File: src/cpdr_pkg.sv
`default_nettype none
// ----------------------------------------------------------------------------
// cpdr_pkg: shared types and constants of the resync checksum deframer
// Word formats, operation and event codes, buffer geometry and the ring
// pointer wrap helper.
// ----------------------------------------------------------------------------
package cpdr_pkg;

    localparam int BUF_DEPTH   = 32;
    localparam int MAX_PAYLOAD = 7;
    localparam int BUF_AW      = $clog2(BUF_DEPTH);
    localparam int FILL_W      = $clog2(BUF_DEPTH + 1);
    localparam int TBL_DEPTH   = 256;

    localparam logic [1:0] OP_BYTE  = 2'd0;
    localparam logic [1:0] OP_POLL  = 2'd1;
    localparam logic [1:0] OP_REQ   = 2'd2;
    localparam logic [1:0] OP_TABLE = 2'd3;

    localparam logic [1:0] EV_NONE      = 2'd0;
    localparam logic [1:0] EV_RESPONSE  = 2'd1;
    localparam logic [1:0] EV_UNSOLICIT = 2'd2;
    localparam logic [1:0] EV_RECOVERED = 2'd3;

    typedef struct packed {
        logic [1:0]  op;
        logic [7:0]  byte_value;
        logic [2:0]  entry_length;
        logic [15:0] entry_timeout;
    } in_word_t;

    typedef struct packed {
        logic [1:0]  event_res;
        logic [7:0]  packet_id;
        logic [2:0]  payload_len;
        logic [55:0] payload;
        logic        send_ping;
        logic        read_out_of_sync;
        logic        write_out_of_sync;
        logic        sync_recovered;
    } out_word_t;

    typedef struct packed {
        logic [2:0]  len;
        logic [15:0] timeout;
    } tbl_entry_t;

    function automatic logic [BUF_AW-1:0] buf_wrap(input logic [BUF_AW:0] s);
        logic [BUF_AW:0] r;
        begin
            r = s;
            if (s >= (BUF_AW + 1)'(BUF_DEPTH))
            begin
                r = s - (BUF_AW + 1)'(BUF_DEPTH);
            end
            return r[BUF_AW-1:0];
        end
    endfunction

endpackage
`default_nettype wire

File: src/cpdr_ram.sv
`default_nettype none
// ----------------------------------------------------------------------------
// cpdr_ram: generic single-write, single-read RAM
// One write port and one read port with registered read data.
// ----------------------------------------------------------------------------
module cpdr_ram #(
    parameter int WIDTH = 8,
    parameter int DEPTH = 32
) (
    input  wire logic                     clk,
    input  wire logic                     wr_en,
    input  wire logic [$clog2(DEPTH)-1:0] wr_addr,
    input  wire logic [WIDTH-1:0]         wr_data,
    input  wire logic [$clog2(DEPTH)-1:0] rd_addr,
    output      logic [WIDTH-1:0]         rd_data
);

    logic [WIDTH-1:0] mem [DEPTH];

    always_ff @(posedge clk)
    begin
        if (wr_en)
        begin
            mem[wr_addr] <= wr_data;
        end
        rd_data <= mem[rd_addr];
    end

endmodule
`default_nettype wire

File: src/cpdr_len_table.sv
`default_nettype none
// ----------------------------------------------------------------------------
// cpdr_len_table: per-id payload length and timeout table
// A RAM with one valid bit per id; an id never written reads as zero.
// ----------------------------------------------------------------------------
module cpdr_len_table (
    input  wire logic                  clk,
    input  wire logic                  rst_n,
    input  wire logic                  wr_en,
    input  wire logic [7:0]            wr_addr,
    input  wire cpdr_pkg::tbl_entry_t  wr_data,
    input  wire logic [7:0]            rd_addr,
    output      cpdr_pkg::tbl_entry_t  rd_data
);
    import cpdr_pkg::*;

    logic [TBL_DEPTH-1:0] valid_reg;
    logic                 rd_valid_reg;
    tbl_entry_t           ram_rdata;

    cpdr_ram #(
        .WIDTH ($bits(tbl_entry_t)),
        .DEPTH (TBL_DEPTH)
    ) u_ram (
        .clk     (clk),
        .wr_en   (wr_en),
        .wr_addr (wr_addr),
        .wr_data (wr_data),
        .rd_addr (rd_addr),
        .rd_data (ram_rdata)
    );

    always_ff @(posedge clk or negedge rst_n)
    begin
        if (!rst_n)
        begin
            valid_reg    <= '0;
            rd_valid_reg <= 1'b0;
        end
        else
        begin
            if (wr_en)
            begin
                valid_reg[wr_addr] <= 1'b1;
            end
            rd_valid_reg <= valid_reg[rd_addr];
        end
    end

    assign rd_data = rd_valid_reg ? ram_rdata : '0;

endmodule
`default_nettype wire
File: config.mk
export PLATFORM = sky130hd
export DESIGN_NAME = cpdr_len_table
export DESIGN_NICKNAME = d
export VERILOG_FILES = /design/src/cpdr_pkg.sv /design/src/cpdr_ram.sv /design/src/cpdr_len_table.sv
export SDC_FILE = /design/constraint.sdc
export NUM_CORES = 2
export LEC_CHECK = 0
export BUFFER_PORTS_ARGS = -buffer_cell sky130_fd_sc_hd__clkbuf_2
export CAP_MARGIN = 5
export CORE_MARGIN = 5
export CORE_UTILIZATION = 29
export DETAILED_ROUTE_END_ITERATION = 8
export GPL_TIMING_DRIVEN = 0
export MAX_ROUTING_LAYER = met4
export PLACE_DENSITY = 0.43
export SLEW_MARGIN = 5
export SYNTH_ARGS = -nofsm -noshare
export SYNTH_HDL_FRONTEND = slang
export SYNTH_MEMORY_MAX_BITS = 65536
export SYNTH_SLANG_ARGS = --single-unit
File: constraint.sdc
create_clock -name clk -period 4.61 [get_ports clk]
set_clock_uncertainty 0.15 [all_clocks]
set_input_delay 0.6915 -clock clk [delete_from_list [all_inputs] [get_ports clk]]
set_output_delay 0.6915 -clock clk [all_outputs]
set_load 0.005 [all_outputs]
==> flow_summary.yaml <==
floorplan:
  ioPinCount: 57
  dieArea_um2: 703000
  fp-row-count: 304
  start_util_pct: 29.1
  die_h_um: 839
  core_area_um2: 685000
  dieWidth_um: 839
worst_setup_path:
  rr_worst_depth: 8
  crit_top_cell: "buf_2"
  cp_max_fo: 10
  path_cells: "clkbuf_2, nand2b_1, buf_2, buf_2, buf_2, buf_2, buf_4, o221ai_1, o22ai_1, nor3_1, nor3_2, o221ai_1, o311a_1"
  cpPeakStageDelay_ns: 0.72
  worst-path-buf-inv: 6
  ff2ff_setup_slack_ns: 0.62
  criticalPathCategory: "input pin to flip-flop"
  crit_path_top_delay_cell: "buf_2"
  r2r-start: "valid_reg[203]"
  cp.arrival_ns: 5.83
  r2r-end: "rd_valid_reg"
  crit_path_end_kind: "flip-flop"
  cp_data_required_time_ns: 5.38
  critPathTopFamily: "buffers and inverters"
  crit_path_start_kind: "input pin"
logic_synthesis:
  yosys_warnings: 0
  synthAdderAreaFrac_pct: 0
  synth_top_family_by_area: "multiplexers"
  synth_cell_types: 72
  synth-edff-count: 4864
  syn_inst: 9519
  synth_nets: 9557
  yosys_most_used_dff: "edfxtp_1"
  syn_area_per_cell_um2: 20.9
  synth.ff_latch_count: 5140
  synth-compound-area-share_pct: 2.84
  synth_area_um2: 199000
  synth_xor_area_share_pct: 0
  synth.area.mux_share_pct: 15.5
  async_flop_share_pct: 5.00
  ys_seq_area_share_pct: 76.8
  yosys.area_share.simple_pct: 3.12
clock_tree:
  cts.clk_slew.worst_paths_ns: 0.06
  cts_setup_buffers: 0
  root_buffer: "clkbuf_16"
  cts_made_buffers: 577
  cts_tree: "done"
  clock_latency_ns: 1.15
  clock-sinks: 5140
  htreeDepth: 6
  ctsLongestPathBuffers: 4
outcome:
  status: "finished, violations left"
  violations: "max-capacitance violations, max-slew violations, negative setup slack"
cells_and_area:
  multi_input_area_um2: 45200
  layout-drive-gt1-share_pct: 30.6
  n_fill_cell: 63482
  seqCellArea_um2: 153000
  utilization_pct: 35.1
  final_net_count: 10571
  syn2layout_area_growth_pct: 20.9
  final_cell_mix: "4,864 x edfxtp_1, 1,050 x mux4_2, 633 x mux2i_1"
  fin_area_um2: 241000
  largest_register_ffs: 4864
  final_common_cell: "edfxtp_1"
grt:
  grt_util_all_layers_pct: 26.5
  grt_pass1_wl_um: 1170000
  grt_overflow: 0
  grt_max_degree: 133
  grt_pass1_vias: 108376
  grt_antenna_before_repair: 145
sta:
  hold_viol_final: 0
  timing.hold.ws_ns: 0.0795
  setup_ws_ns: -0.450
  min_period_over_period_pct: 110
  finalSetupViolations: 20
  slew_violations: 2
  fmaxAchievable_ghz: 0.198
  rsz0062_at_grt: "true"
  tightest_slew_ns: 1.54
  finalCriticalPeriod_ns: 5.06
  relSlewSlack_pct: -2.38
route:
  drt_pass1_iterations: 7
  ant_nets: 0
  vias: 113781
  vias_per_cell: 5.61
  drc: 0
  wl_per_cell_um: 45.8
  drt-initial-drc-count: 19214
  drt-total-wl_um: 929000
hold_path:
  holdCritStartpoint: "wr_data[7]"
  worstHoldPathType: "input pin to flip-flop"
  hold-path-endpoint: "u_ram.mem[107][7]"
  holdPathStages: 1
run:
  cap_violations: 1
power:
  p_sw_mw: 25.3
  power.share.combinational_pct: 7.2
  power.density_nw_per_um2: 437
  p_int_mw: 79.8
  p_leak_nw: 77.6
  clkPwrFrac_pct: 43.7
  ir_drop_v: 0.000328
  switching_share_pct: 24.1
  power_frac_seq_pct: 49.0
placement:
  dp_hpwl_um: 661000
  post_dp_cell_area_um2: 221000
  gp_congestion: 1.04
  pre_cts_ws_ns: -2.63
  io_buffers: 50
==> power groups by stage <==
stage               registers, mW  clock network [mW]  logic, mW
detailed placement           52.5                   0       7.34
global route                 51.5                48.5       7.58
floorplan                    52.4                   0       2.74
finish                       51.5                46.0       7.59
global placement             52.8                   0       6.88
CTS                          51.5                46.5       7.42
==> cell type report <==
cell class | count | area share, %
tap | 9180 | 4.77
antenna | 112 | 0.116
sequential | 5140 | 63.5
multi-input combinational | 3821 | 18.8
buffer | 550 | 1.59
inverter | 4 | 0.00676
clock buffer | 764 | 6.49
timing repair buffer | 439 | 3.54
clock inverter | 283 | 1.21
==> logic make-up (layout without fill, tap and decap cells) <==
logic type	Yosys count	count (layout)
other	0	112
AND/OR/NAND/NOR	1259	1259
flip-flops	5140	5140
AO/OA/AOI/OAI	814	814
buffers and inverters	558	2040
multiplexers	1748	1748
==> routing by layer <==
metal,part of all wire (%),vias to the layer above,track usage (%),routed length [um]
met5,0,-,-,0
met4,5.8,0,12.6,53800
met3,11,1623,8.28,104000
met2,44,7497,38.6,409000
met1,39,62720,33.7,362000
li1,-,41941,-,-
==> synthesized netlist by cell type (35+ instances only) <==
cell | number | area, um^2
nand2_1 | 212 | 796
a221oi_1 | 35 | 307
buf_1 | 50 | 188
nor3_1 | 151 | 756
buf_2 | 129 | 646
clkbuf_1 | 215 | 807
o221ai_1 | 169 | 1480
nor2_1 | 401 | 1510
mux2i_1 | 633 | 6340
dfrtp_1 | 257 | 6430
a21oi_1 | 158 | 791
a22oi_1 | 59 | 443
buf_6 | 99 | 1110
mux4_2 | 1050 | 23600
nor4_1 | 38 | 238
nand3_1 | 57 | 285
or2_2 | 258 | 1610
mux2_2 | 52 | 586
buf_4 | 35 | 263
o21ai_0 | 79 | 395
o22ai_1 | 192 | 1200
edfxtp_1 | 4864 | 146000
==> repair_timing <==
| action | CTS | global route |
|---|---|---|
| hold buffers | 19 | 0 |
| setup endpoints to repair | 20 | 9 |
| gates resized for setup | 160 | 17 |
| pin swaps | 3 | 3 |
| hold endpoints to repair | 596 | 0 |
==> per-stage QoR <==
stage	power, mW	setup TNS (ns)	instances
floorplan	55.2	0	9519
global placement	59.7	-	18749
detailed placement	59.8	-41.57	19115
CTS	105	0	20178
global route	108	-0.0790	20267
finish	105	-4.51	20293
==> how the worst max path moves through the flow <==
stage	from	endpoint	slack, ns	cells past startpoint
2_1_floorplan	wr_addr[1]	u_ram.mem[238][0]	1.45	6
3_3_place_gp	rd_addr[2]	u_ram.rd_data[17]	-6.16	8
3_5_place_dp	rd_addr[1]	u_ram.rd_data[12]	-2.63	12
4_1_cts	rd_addr[1]	u_ram.rd_data[11]	0.0007	13
5_1_grt	rd_addr[2]	u_ram.rd_data[11]	-0.05	13
6_report	rd_addr[2]	u_ram.rd_data[12]	-0.45	13
Power figures use the tool's default switching activity.
