## src/cpdr_ram.sv

```systemverilog
`default_nettype none
// ----------------------------------------------------------------------------
// cpdr_ram: generic single-write, single-read RAM
// One write port and one read port with registered read data.
// ----------------------------------------------------------------------------
module cpdr_ram #(
    parameter int WIDTH = 8,
    parameter int DEPTH = 32
) (
    input  wire logic                     clk,
    input  wire logic                     wr_en,
    input  wire logic [$clog2(DEPTH)-1:0] wr_addr,
    input  wire logic [WIDTH-1:0]         wr_data,
    input  wire logic [$clog2(DEPTH)-1:0] rd_addr,
    output      logic [WIDTH-1:0]         rd_data
);

    logic [WIDTH-1:0] mem [DEPTH];

    always_ff @(posedge clk)
    begin
        if (wr_en)
        begin
            mem[wr_addr] <= wr_data;
        end
        rd_data <= mem[rd_addr];
    end

endmodule
`default_nettype wire

```

## config.mk

```make
export PLATFORM = sky130hd
export DESIGN_NAME = cpdr_ram
export DESIGN_NICKNAME = d
export VERILOG_FILES = /design/src/cpdr_ram.sv
export SDC_FILE = /design/constraint.sdc
export NUM_CORES = 1
export LEC_CHECK = 0
export BUFFER_PORTS_ARGS = -buffer_cell sky130_fd_sc_hd__buf_4
export CAP_MARGIN = 40
export CELL_PAD_IN_SITES_DETAIL_PLACEMENT = 1
export CELL_PAD_IN_SITES_GLOBAL_PLACEMENT = 1
export CORE_ASPECT_RATIO = 2
export CORE_UTILIZATION = 55
export CTS_BUF_LIST = sky130_fd_sc_hd__clkbuf_16
export DETAILED_ROUTE_END_ITERATION = 8
export PLACE_DENSITY_LB_ADDON = 0.3
export SLEW_MARGIN = 20
export SYNTH_ARGS = -nofsm -noshare
export SYNTH_HDL_FRONTEND = slang
export SYNTH_SLANG_ARGS = --single-unit
```

## constraint.sdc

```tcl
create_clock -name clk -period 2.3 [get_ports clk]
set_input_delay 0.345 -clock clk [delete_from_list [all_inputs] [get_ports clk]]
set_output_delay 0.345 -clock clk [all_outputs]
set_load 0.005 [all_outputs]
```

==> impl_metrics.env, run 1 <==
export IMPL_status="finished with violations"
export IMPL_failed_checks="design-rule violations"
export IMPL_setup_ws_ns=0.411
export IMPL_fp_coreArea_mm2=0.0179
export IMPL_postCtsHoldBufs=0
export IMPL_cts_setup_buffers=0
export IMPL_final_util=0.642
export IMPL_die_x_um=97.6
export IMPL_synth_compound_area_frac=0
export IMPL_cts_tree="yes"
export IMPL_p_leak_nw=3.71
export IMPL_nFillCells=1417
export IMPL_min_from="rd_addr[3]"
export IMPL_finalNonFillerCells=721
export IMPL_clock_latency_ns=0.52
export IMPL_grtUsageMet2=0.498
export IMPL_critPathTopFamily="multiplexers"
export IMPL_synth_seq_area_share=0.781
export IMPL_die_area_mm2=0.0189
export IMPL_numPortBuffers=27
export IMPL_place_congestion=0.808
export IMPL_htree_levels=1
export IMPL_drv_cap=0
export IMPL_startpoint_type="flip-flop"
export IMPL_drive_above_1_share=0.366
export IMPL_clock_skew_ns=0.0126
export IMPL_avgSynthCellArea_um2=24.1
export IMPL_path_class="reg -> reg"
export IMPL_grt_overflow=0
export IMPL_synthAdderAreaFrac=0
export IMPL_cts_root_buffer="clkbuf_16"
export IMPL_r2r_end="rd_data[0]"
export IMPL_fp_dieH_um=193
export IMPL_finalCritPeriodShare=0.821
export IMPL_multi_input_area_mm2=0.00210
export IMPL_slowest_stage="mux4_2"
export IMPL_core_rowCount=69
export IMPL_synth_top_cell_by_area="edfxtp_1"
export IMPL_slew_violations=0
export IMPL_ctsResizeCount=0
export IMPL_post_place_ws_ns=-0.0546
export IMPL_arrival_ns=2.29
export IMPL_synthSimpleGateAreaFrac=0.0207
export IMPL_ys_ff_latch=264
export IMPL_dr_pass1_iters=7
export IMPL_place_inst=681
export IMPL_tightest_slew_ns=0.558
export IMPL_grt_busiest_layer="met2"
export IMPL_synth_cell_type_count=15
export IMPL_min_delay_path_depth=2
export IMPL_cts_buffer_depth=3
export IMPL_grt_max_degree=33
export IMPL_areaGrowthSynthToFinish_pct=14.0
export IMPL_syn_num_nets=437
export IMPL_wirelength_mm=23.8
export IMPL_worstSetupEndpointType="flip-flop"
export IMPL_fmax_ghz=0.529
export IMPL_clk_pin_slew_ns=0.07
export IMPL_timing_setup_tns_ns=0
export IMPL_drc=6
export IMPL_yosys_warnings=0
export IMPL_relSlewSlack=0.627
export IMPL_synth_xor_xnor_area_share=0
export IMPL_synthMuxAreaShare=0.188
export IMPL_seqCellArea_mm2=0.00785
export IMPL_finalPower_mw=9.34
export IMPL_postSynthCellCount=417
export IMPL_via_per_inst=6.31
export IMPL_worst_path_max_fanout=1
export IMPL_yosys_cell_count_top_type="edfxtp_1"
export IMPL_clkSinkCount=264
export IMPL_power_density_mw_per_mm2=815
export IMPL_ys_top_cells_by_area="edfxtp_1 (76%), mux4_2 (18%), dfxtp_1 (1.6%), nor2_1 (1.2%), mux2_2 (0.90%)"
export IMPL_grt_pass1_wl_mm=34.7
export IMPL_antenna_found_initial=0
export IMPL_met3_usage=0.0347
export IMPL_final_cell_area_mm2=0.0115
export IMPL_cpPeakStageDelay_ns=0.57
export IMPL_hold_viol=0
export IMPL_postRouteAntennaNets=0
export IMPL_final_setup_viol_count=0
export IMPL_final_nets=512
export IMPL_cpMostUsedCell="mux4_2"
export IMPL_synth_top_family_by_area="multiplexers"
export IMPL_use_met1=0.299
export IMPL_start_util=0.563
export IMPL_min_path_type="in -> reg"
export IMPL_grtUsageTotal=0.266
export IMPL_wl_per_cell_um=33.0
export IMPL_required_ns=2.70
export IMPL_crit_chain="mux4_2, mux4_2, mux2_2"
export IMPL_synth_top_cells_by_count="edfxtp_1 (256), mux4_2 (80), nor2_1 (33)"
export IMPL_cts_buffers=22
export IMPL_ys_flop_type="edfxtp_1"
export IMPL_regToRegSetupSlack_ns=0.41
export IMPL_path_buf_inv=0
export IMPL_period_minus_slack_ns=1.89
export IMPL_hold_worst_slack_ns=0.228
export IMPL_placed_cell_area_mm2=0.0108
export IMPL_dp_hpwl_mm=16.3
export IMPL_regToRegStartpoint="mem[31][0]"
export IMPL_synth_top_area_share=0.765
export IMPL_synth_edf_count=256
export IMPL_drtIter0Drc=322
export IMPL_async_flop_share=0
export IMPL_irDropWorstVdd_v=0.000793
export IMPL_holdPathEnd="rd_data[2]"
export IMPL_io_pins=28
export IMPL_diodes=0
export IMPL_via_count=4547
export IMPL_rsz0062_at_grt="false"
export IMPL_r2r_cells=3
export IMPL_grt_pass1_vias=4999
export IMPL_synth_area_mm2=0.0101
==> state kept, by name, summed over array words and instances (netlist names) <==
signal	flops
mem	256
rd_data	8
==> cells in the final DEF (no fill, tap or decap), types with 2 or more instances in the layout <==
cell type / Yosys / layout
edfxtp_1: 256 / 256
mux4_2: 80 / 80
buf_4: 6 / 65
nor2_1: 33 / 33
clkbuf_16: 0 / 23
inv_1: 0 / 12
mux2_2: 8 / 8
dfxtp_1: 8 / 8
buf_12: 0 / 6
nand3b_1: 5 / 5
clkinv_1: 0 / 4
or3b_2: 3 / 3
nand3_1: 2 / 2
==> cells by family (layout without fill, tap and decap cells) <==
group / after synthesis / after routing
and+or+nand+nor: 45 / 45
DFF: 264 / 264
buffers and inverters: 20 / 111
muxes: 88 / 88
==> layer usage <==
metal / vias to the layer above / wire length, um
met5: - / 0
met1: 2455 / 7960
met2: 127 / 13700
met3: 45 / 1030
met4: 0 / 1110
li1: 1920 / -
==> worst max-delay path by stage <==
stage / cells after the start / to / start
floorplan: 5 / rd_data[0] / rd_addr[2]
global placement: 5 / rd_data[0] / rd_addr[0]
detailed placement: 5 / rd_data[0] / rd_addr[0]
CTS: 3 / rd_data[0] / mem[31][0]
global route: 3 / rd_data[0] / mem[31][0]
finish: 3 / rd_data[0] / mem[31][0]
==> final cells by class <==
class,count,area share
clock buffers,23,0.0502
clock inverters,17,0.00589
multi-input cells,133,0.183
flip-flops and latches,264,0.684
well taps,213,0.0232
repair buffers,71,0.0530
==> power by group <==
part           internal, mW  switching [mW]
combinational         0.259           0.310
clock                  1.80            1.60
sequential             5.35          0.0291
No activity file was read; power rests on OpenSTA's default activity.
==> run 2, diff against run 1 <==
- CORE_UTILIZATION: 55 -> 50
- clock period: 2.3 -> 1.7 ns (I/O delays scaled with it)
==> impl_metrics.env, run 2 (same netlist as run 1, synthesis figures left out) <==
export IMPL_slowest_stage="mux4_2"
export IMPL_grtUsageTotal=0.244
export IMPL_drive_above_1_share=0.383
export IMPL_power_density_mw_per_mm2=1140
export IMPL_failed_checks="negative setup slack"
export IMPL_fmax_ghz=0.534
export IMPL_startpoint_type="flip-flop"
export IMPL_numPortBuffers=27
export IMPL_path_class="reg -> reg"
export IMPL_drc=0
export IMPL_cts_buffer_depth=3
export IMPL_clk_pin_slew_ns=0.07
export IMPL_clkSinkCount=264
export IMPL_die_x_um=102
export IMPL_largest_reg_flops=256
export IMPL_clock_latency_ns=0.52
export IMPL_final_common_cell="edfxtp_1"
export IMPL_cts_buffers=22
export IMPL_grt_overflow=0
export IMPL_wl_per_cell_um=30.2
export IMPL_wirelength_mm=23.2
export IMPL_placed_cell_area_mm2=0.0109
export IMPL_setup_ws_ns=-0.172
export IMPL_antenna_found_initial=0
export IMPL_start_util=0.507
export IMPL_drv_cap=0
export IMPL_via_per_inst=5.86
export IMPL_hold_viol=0
export IMPL_min_path_type="in -> reg"
export IMPL_grt_pass1_vias=4976
export IMPL_diodes=0
export IMPL_required_ns=2.10
export IMPL_grt_pass1_wl_mm=33.9
export IMPL_dr_pass1_iters=4
export IMPL_cts_root_buffer="clkbuf_16"
export IMPL_worst_path_max_fanout=1
export IMPL_arrival_ns=2.27
export IMPL_fp_dieH_um=203
export IMPL_tightest_slew_ns=0.533
export IMPL_final_cell_area_mm2=0.0117
export IMPL_dp_hpwl_mm=15.9
export IMPL_die_area_mm2=0.0207
export IMPL_finalCritPeriodShare=1.10
export IMPL_relSlewSlack=0.644
export IMPL_post_place_ws_ns=-0.515
export IMPL_cpPeakStageDelay_ns=0.59
export IMPL_rsz0062_at_grt="true"
export IMPL_grt_max_degree=33
export IMPL_areaGrowthSynthToFinish_pct=16.0
export IMPL_final_setup_viol_count=8
export IMPL_slew_violations=0
export IMPL_via_count=4497
export IMPL_postCtsHoldBufs=0
export IMPL_core_rowCount=73
export IMPL_regToRegSetupSlack_ns=-0.17
export IMPL_mostFrequentLayoutCells="edfxtp_1 (256), mux4_2 (80), buf_4 (64), nor2_1 (33), clkbuf_16 (23)"
export IMPL_final_nets=511
export IMPL_io_pins=28
export IMPL_period_minus_slack_ns=1.87
export IMPL_p_leak_nw=3.75
export IMPL_postRouteAntennaNets=0
export IMPL_status="finished with violations"
export IMPL_fp_coreArea_mm2=0.0198
export IMPL_regMostFlops="mem"
export IMPL_crit_chain="mux4_2, mux4_2, mux2_2"
export IMPL_cpMostUsedCell="mux4_2"
export IMPL_largestRegisters="mem x256, rd_data x8"
export IMPL_clock_skew_ns=0.00727
export IMPL_place_congestion=0.810
export IMPL_irDropWorstVdd_v=0.00136
export IMPL_cts_tree="yes"
export IMPL_drtIter0Drc=272
export IMPL_worstSetupEndpointType="flip-flop"
export IMPL_htree_levels=1
==> run 2: cell count changes in the layout (fill, tap and decap cells not counted) <==
cell        previous run  this run
mux2_2                 8         1
clkinvlp_4             1         2
inv_1                 12         2
bufinv_16              0         4
buf_4                 65        64
clkinv_4               0         1
clkinv_2               0         3
mux2_4                 0         7
==> run 2: layout make-up <==
| type | count | area (um2) |
|---|---|---|
| Clock buffer | 23 | 576 |
| Tap cell | 262 | 328 |
| Multi-Input combinational cell | 133 | 2130 |
| Fill cell | 1686 | 8160 |
| Sequential cell | 264 | 7850 |
| Timing Repair Buffer | 70 | 601 |
| Clock inverter | 16 | 181 |
==> run 2: worst max-delay path, delay by kind of cell, from the launching register on <==
| kind | cells | cell delay (ns) |
|---|---|---|
| multiplexers | 3 | 1.38 |
| flip-flops | 1 | 0.38 |
==> run 2: worst paths after layout <==
kind	cells past startpoint	start	to
max reg2reg	3	mem[23][7]	rd_data[7]
max	3	mem[23][7]	rd_data[7]
min	2	rd_addr[3]	rd_data[3]
min reg2reg	3	mem[8][5]	rd_data[5]
==> run 2: where the power goes <==
part           total [mW]  internal, mW  switching (mW)
Combinational       0.771         0.364           0.408
Clock                5.29          3.07            2.22
Sequential           7.26          7.23          0.0335
==> run 2: metrics by stage <==
| stage | hold WS (ns) | TNS, ns | power, mW | utilization | instances |
|---|---|---|---|---|---|
| after CTS | 0.108 | -1.02 | 13.4 | 0.587 | 768 |
| after detailed placement | 0.626 | -3.73 | 8.18 | 0.549 | 729 |
| after global routing | 0.126 | -1.20 | 13.7 | 0.588 | 768 |
| final | 0.139 | -0.919 | 13.3 | 0.588 | 768 |
| after global placement | 0.635 | -3.57 | 8.15 | 0.549 | 729 |
| after floorplan | 0.354 | -1.22 | 7.81 | - | 417 |
==> run 2: per-layer routing <==
layer / global-route usage / vias to the layer above / wire, um
met1: 0.267 / 2400 / 7450
met4: 0.121 / 0 / 1200
met5: 0 / - / 0
met2: 0.456 / 136 / 13400
li1: - / 1919 / -
met3: 0.0241 / 42 / 1090
==> run 2: repair_timing <==
action,in CTS,in global routing
gates resized for setup,3,4
buffers inserted,0,0
setup endpoints to repair,8,8
==> run 3, diff against run 2 <==
- CORE_UTILIZATION: 50 -> 55
- clock period: 1.7 -> 2 ns (I/O delays scaled with it)
==> impl_metrics.env, run 3 (same netlist as run 1, synthesis figures left out) <==
export IMPL_status="finished with violations"
export IMPL_failed_checks="design-rule violations"
export IMPL_regMostFlops="mem"
export IMPL_fmax_ghz=0.540
export IMPL_numPortBuffers=27
export IMPL_cts_setup_buffers=0
export IMPL_worst_path_max_fanout=1
export IMPL_seqCellArea_mm2=0.00785
export IMPL_final_common_cell="edfxtp_1"
export IMPL_arrival_ns=2.24
export IMPL_dp_hpwl_mm=16.1
export IMPL_final_nets=516
export IMPL_via_per_inst=6.35
export IMPL_ctsResizeCount=0
export IMPL_cts_buffers=22
export IMPL_fp_dieH_um=193
export IMPL_power_frac_comb=0.059
export IMPL_min_path_type="in -> reg"
export IMPL_r2r_cells=3
export IMPL_grtUsageTotal=0.267
export IMPL_clkPwrFrac=0.384
export IMPL_cts_root_buffer="clkbuf_16"
export IMPL_clock_latency_ns=0.51
export IMPL_p_sw_frac=0.202
export IMPL_cpMostUsedCell="mux4_2"
export IMPL_relSlewSlack=0.653
export IMPL_p_int_mw=8.84
export IMPL_p_leak_nw=3.74
export IMPL_grt_pass1_vias=5082
export IMPL_wl_per_cell_um=32.9
export IMPL_worstSetupEndpointType="flip-flop"
export IMPL_critPathTopFamily="multiplexers"
export IMPL_clk_pin_slew_ns=0.07
export IMPL_die_area_mm2=0.0189
export IMPL_finalCritPeriodShare=0.925
export IMPL_hold_viol=0
export IMPL_io_pins=28
export IMPL_postRouteAntennaNets=0
export IMPL_power_density_mw_per_mm2=960
export IMPL_rsz0062_at_grt="false"
export IMPL_drv_cap=0
export IMPL_cpPeakStageDelay_ns=0.57
export IMPL_core_rowCount=69
export IMPL_fp_coreArea_mm2=0.0179
export IMPL_largest_reg_flops=256
export IMPL_p_sw_mw=2.24
export IMPL_largestRegisters="mem x256, rd_data x8"
export IMPL_timing_setup_tns_ns=0
export IMPL_htree_levels=1
export IMPL_nFillCells=1386
export IMPL_cts_buffer_depth=3
export IMPL_period_minus_slack_ns=1.85
export IMPL_multi_input_area_mm2=0.00210
export IMPL_regToRegStartpoint="mem[20][2]"
export IMPL_p_seq_frac=0.557
export IMPL_path_buf_inv=0
export IMPL_mostFrequentLayoutCells="edfxtp_1 (256), mux4_2 (80), buf_4 (71), nor2_1 (33), clkbuf_16 (22)"
export IMPL_irDropWorstVdd_v=0.000873
export IMPL_startpoint_type="flip-flop"
export IMPL_cts_tree="yes"
export IMPL_areaGrowthSynthToFinish_pct=14.8
export IMPL_clkSinkCount=264
export IMPL_die_x_um=97.6
export IMPL_drc=6
export IMPL_antenna_found_initial=0
export IMPL_postCtsHoldBufs=0
export IMPL_min_delay_path_depth=2
export IMPL_holdPathEnd="rd_data[0]"
export IMPL_wirelength_mm=23.8
export IMPL_final_setup_viol_count=0
export IMPL_r2r_end="rd_data[2]"
export IMPL_diodes=0
export IMPL_grt_pass1_wl_mm=34.9
export IMPL_hold_worst_slack_ns=0.153
export IMPL_finalPower_mw=11.1
export IMPL_grt_max_degree=33
export IMPL_drtIter0Drc=350
export IMPL_min_from="rd_addr[3]"
export IMPL_tightest_slew_ns=0.520
export IMPL_place_congestion=0.847
export IMPL_drive_above_1_share=0.386
export IMPL_grt_overflow=0
export IMPL_slowest_stage="mux4_2"
export IMPL_dr_pass1_iters=9
export IMPL_crit_chain="mux4_2, mux4_2, mux2_2"
export IMPL_required_ns=2.39
export IMPL_path_class="reg -> reg"
export IMPL_slew_violations=0
export IMPL_clock_skew_ns=0.0123
export IMPL_start_util=0.563
export IMPL_regToRegSetupSlack_ns=0.15
export IMPL_via_count=4601
run 3: area by class of cell:
class                           instances  area share
Sequential cell                       264       0.680
Clock inverter                         17      0.0143
Tap cell                              213      0.0231
Clock buffer                           22      0.0477
Timing Repair Buffer                   75      0.0531
Multi-Input combinational cell        133       0.182
run 3: worst register-to-register path, cell delays in order (launching register included):
cell and delay (ns):
edfxtp_1 0.38, mux4_2 0.57, mux4_2 0.51, mux2_2 0.27
run 3: routing by layer:
layer / vias to the layer above / routed length, um / track usage
met3: 42 / 936 / 0.0329
li1: 1927 / - / -
met4: 0 / 1130 / 0.115
met5: - / 0 / 0
met2: 151 / 13600 / 0.500
met1: 2481 / 8150 / 0.302
run 3: worst max-delay path by stage:
stage	start	end	slack (ns)	depth (start not counted)
after floorplan	rd_addr[1]	rd_data[0]	0.01	4
after global placement	rd_addr[0]	rd_data[6]	-0.21	5
after detailed placement	rd_addr[0]	rd_data[6]	-0.25	5
after CTS	mem[28][7]	rd_data[7]	0.15	3
after global routing	mem[28][7]	rd_data[7]	0.13	3
final	mem[20][2]	rd_data[2]	0.15	3
run 3: stage by stage:
step,cells,instance area (um2),setup WS (ns),util
6_report,724,11500,0.150,0.646
5_1_grt,724,11500,0.133,0.646
4_1_cts,724,11500,0.145,0.646
3_5_place_dp,685,10800,-0.247,0.606
2_1_floorplan,417,10100,0.0145,-
3_3_place_gp,685,10800,-0.212,0.606
run 3: power by group through the flow:
stage | Sequential, mW | Clock [mW] | Combinational, mW
floorplan | 6.29 | 0 | 0.329
detailed placement | 6.30 | 0 | 0.656
finish | 6.18 | 4.25 | 0.649
global route | 6.18 | 4.47 | 0.680
CTS | 6.18 | 4.33 | 0.661
global placement | 6.29 | 0 | 0.632
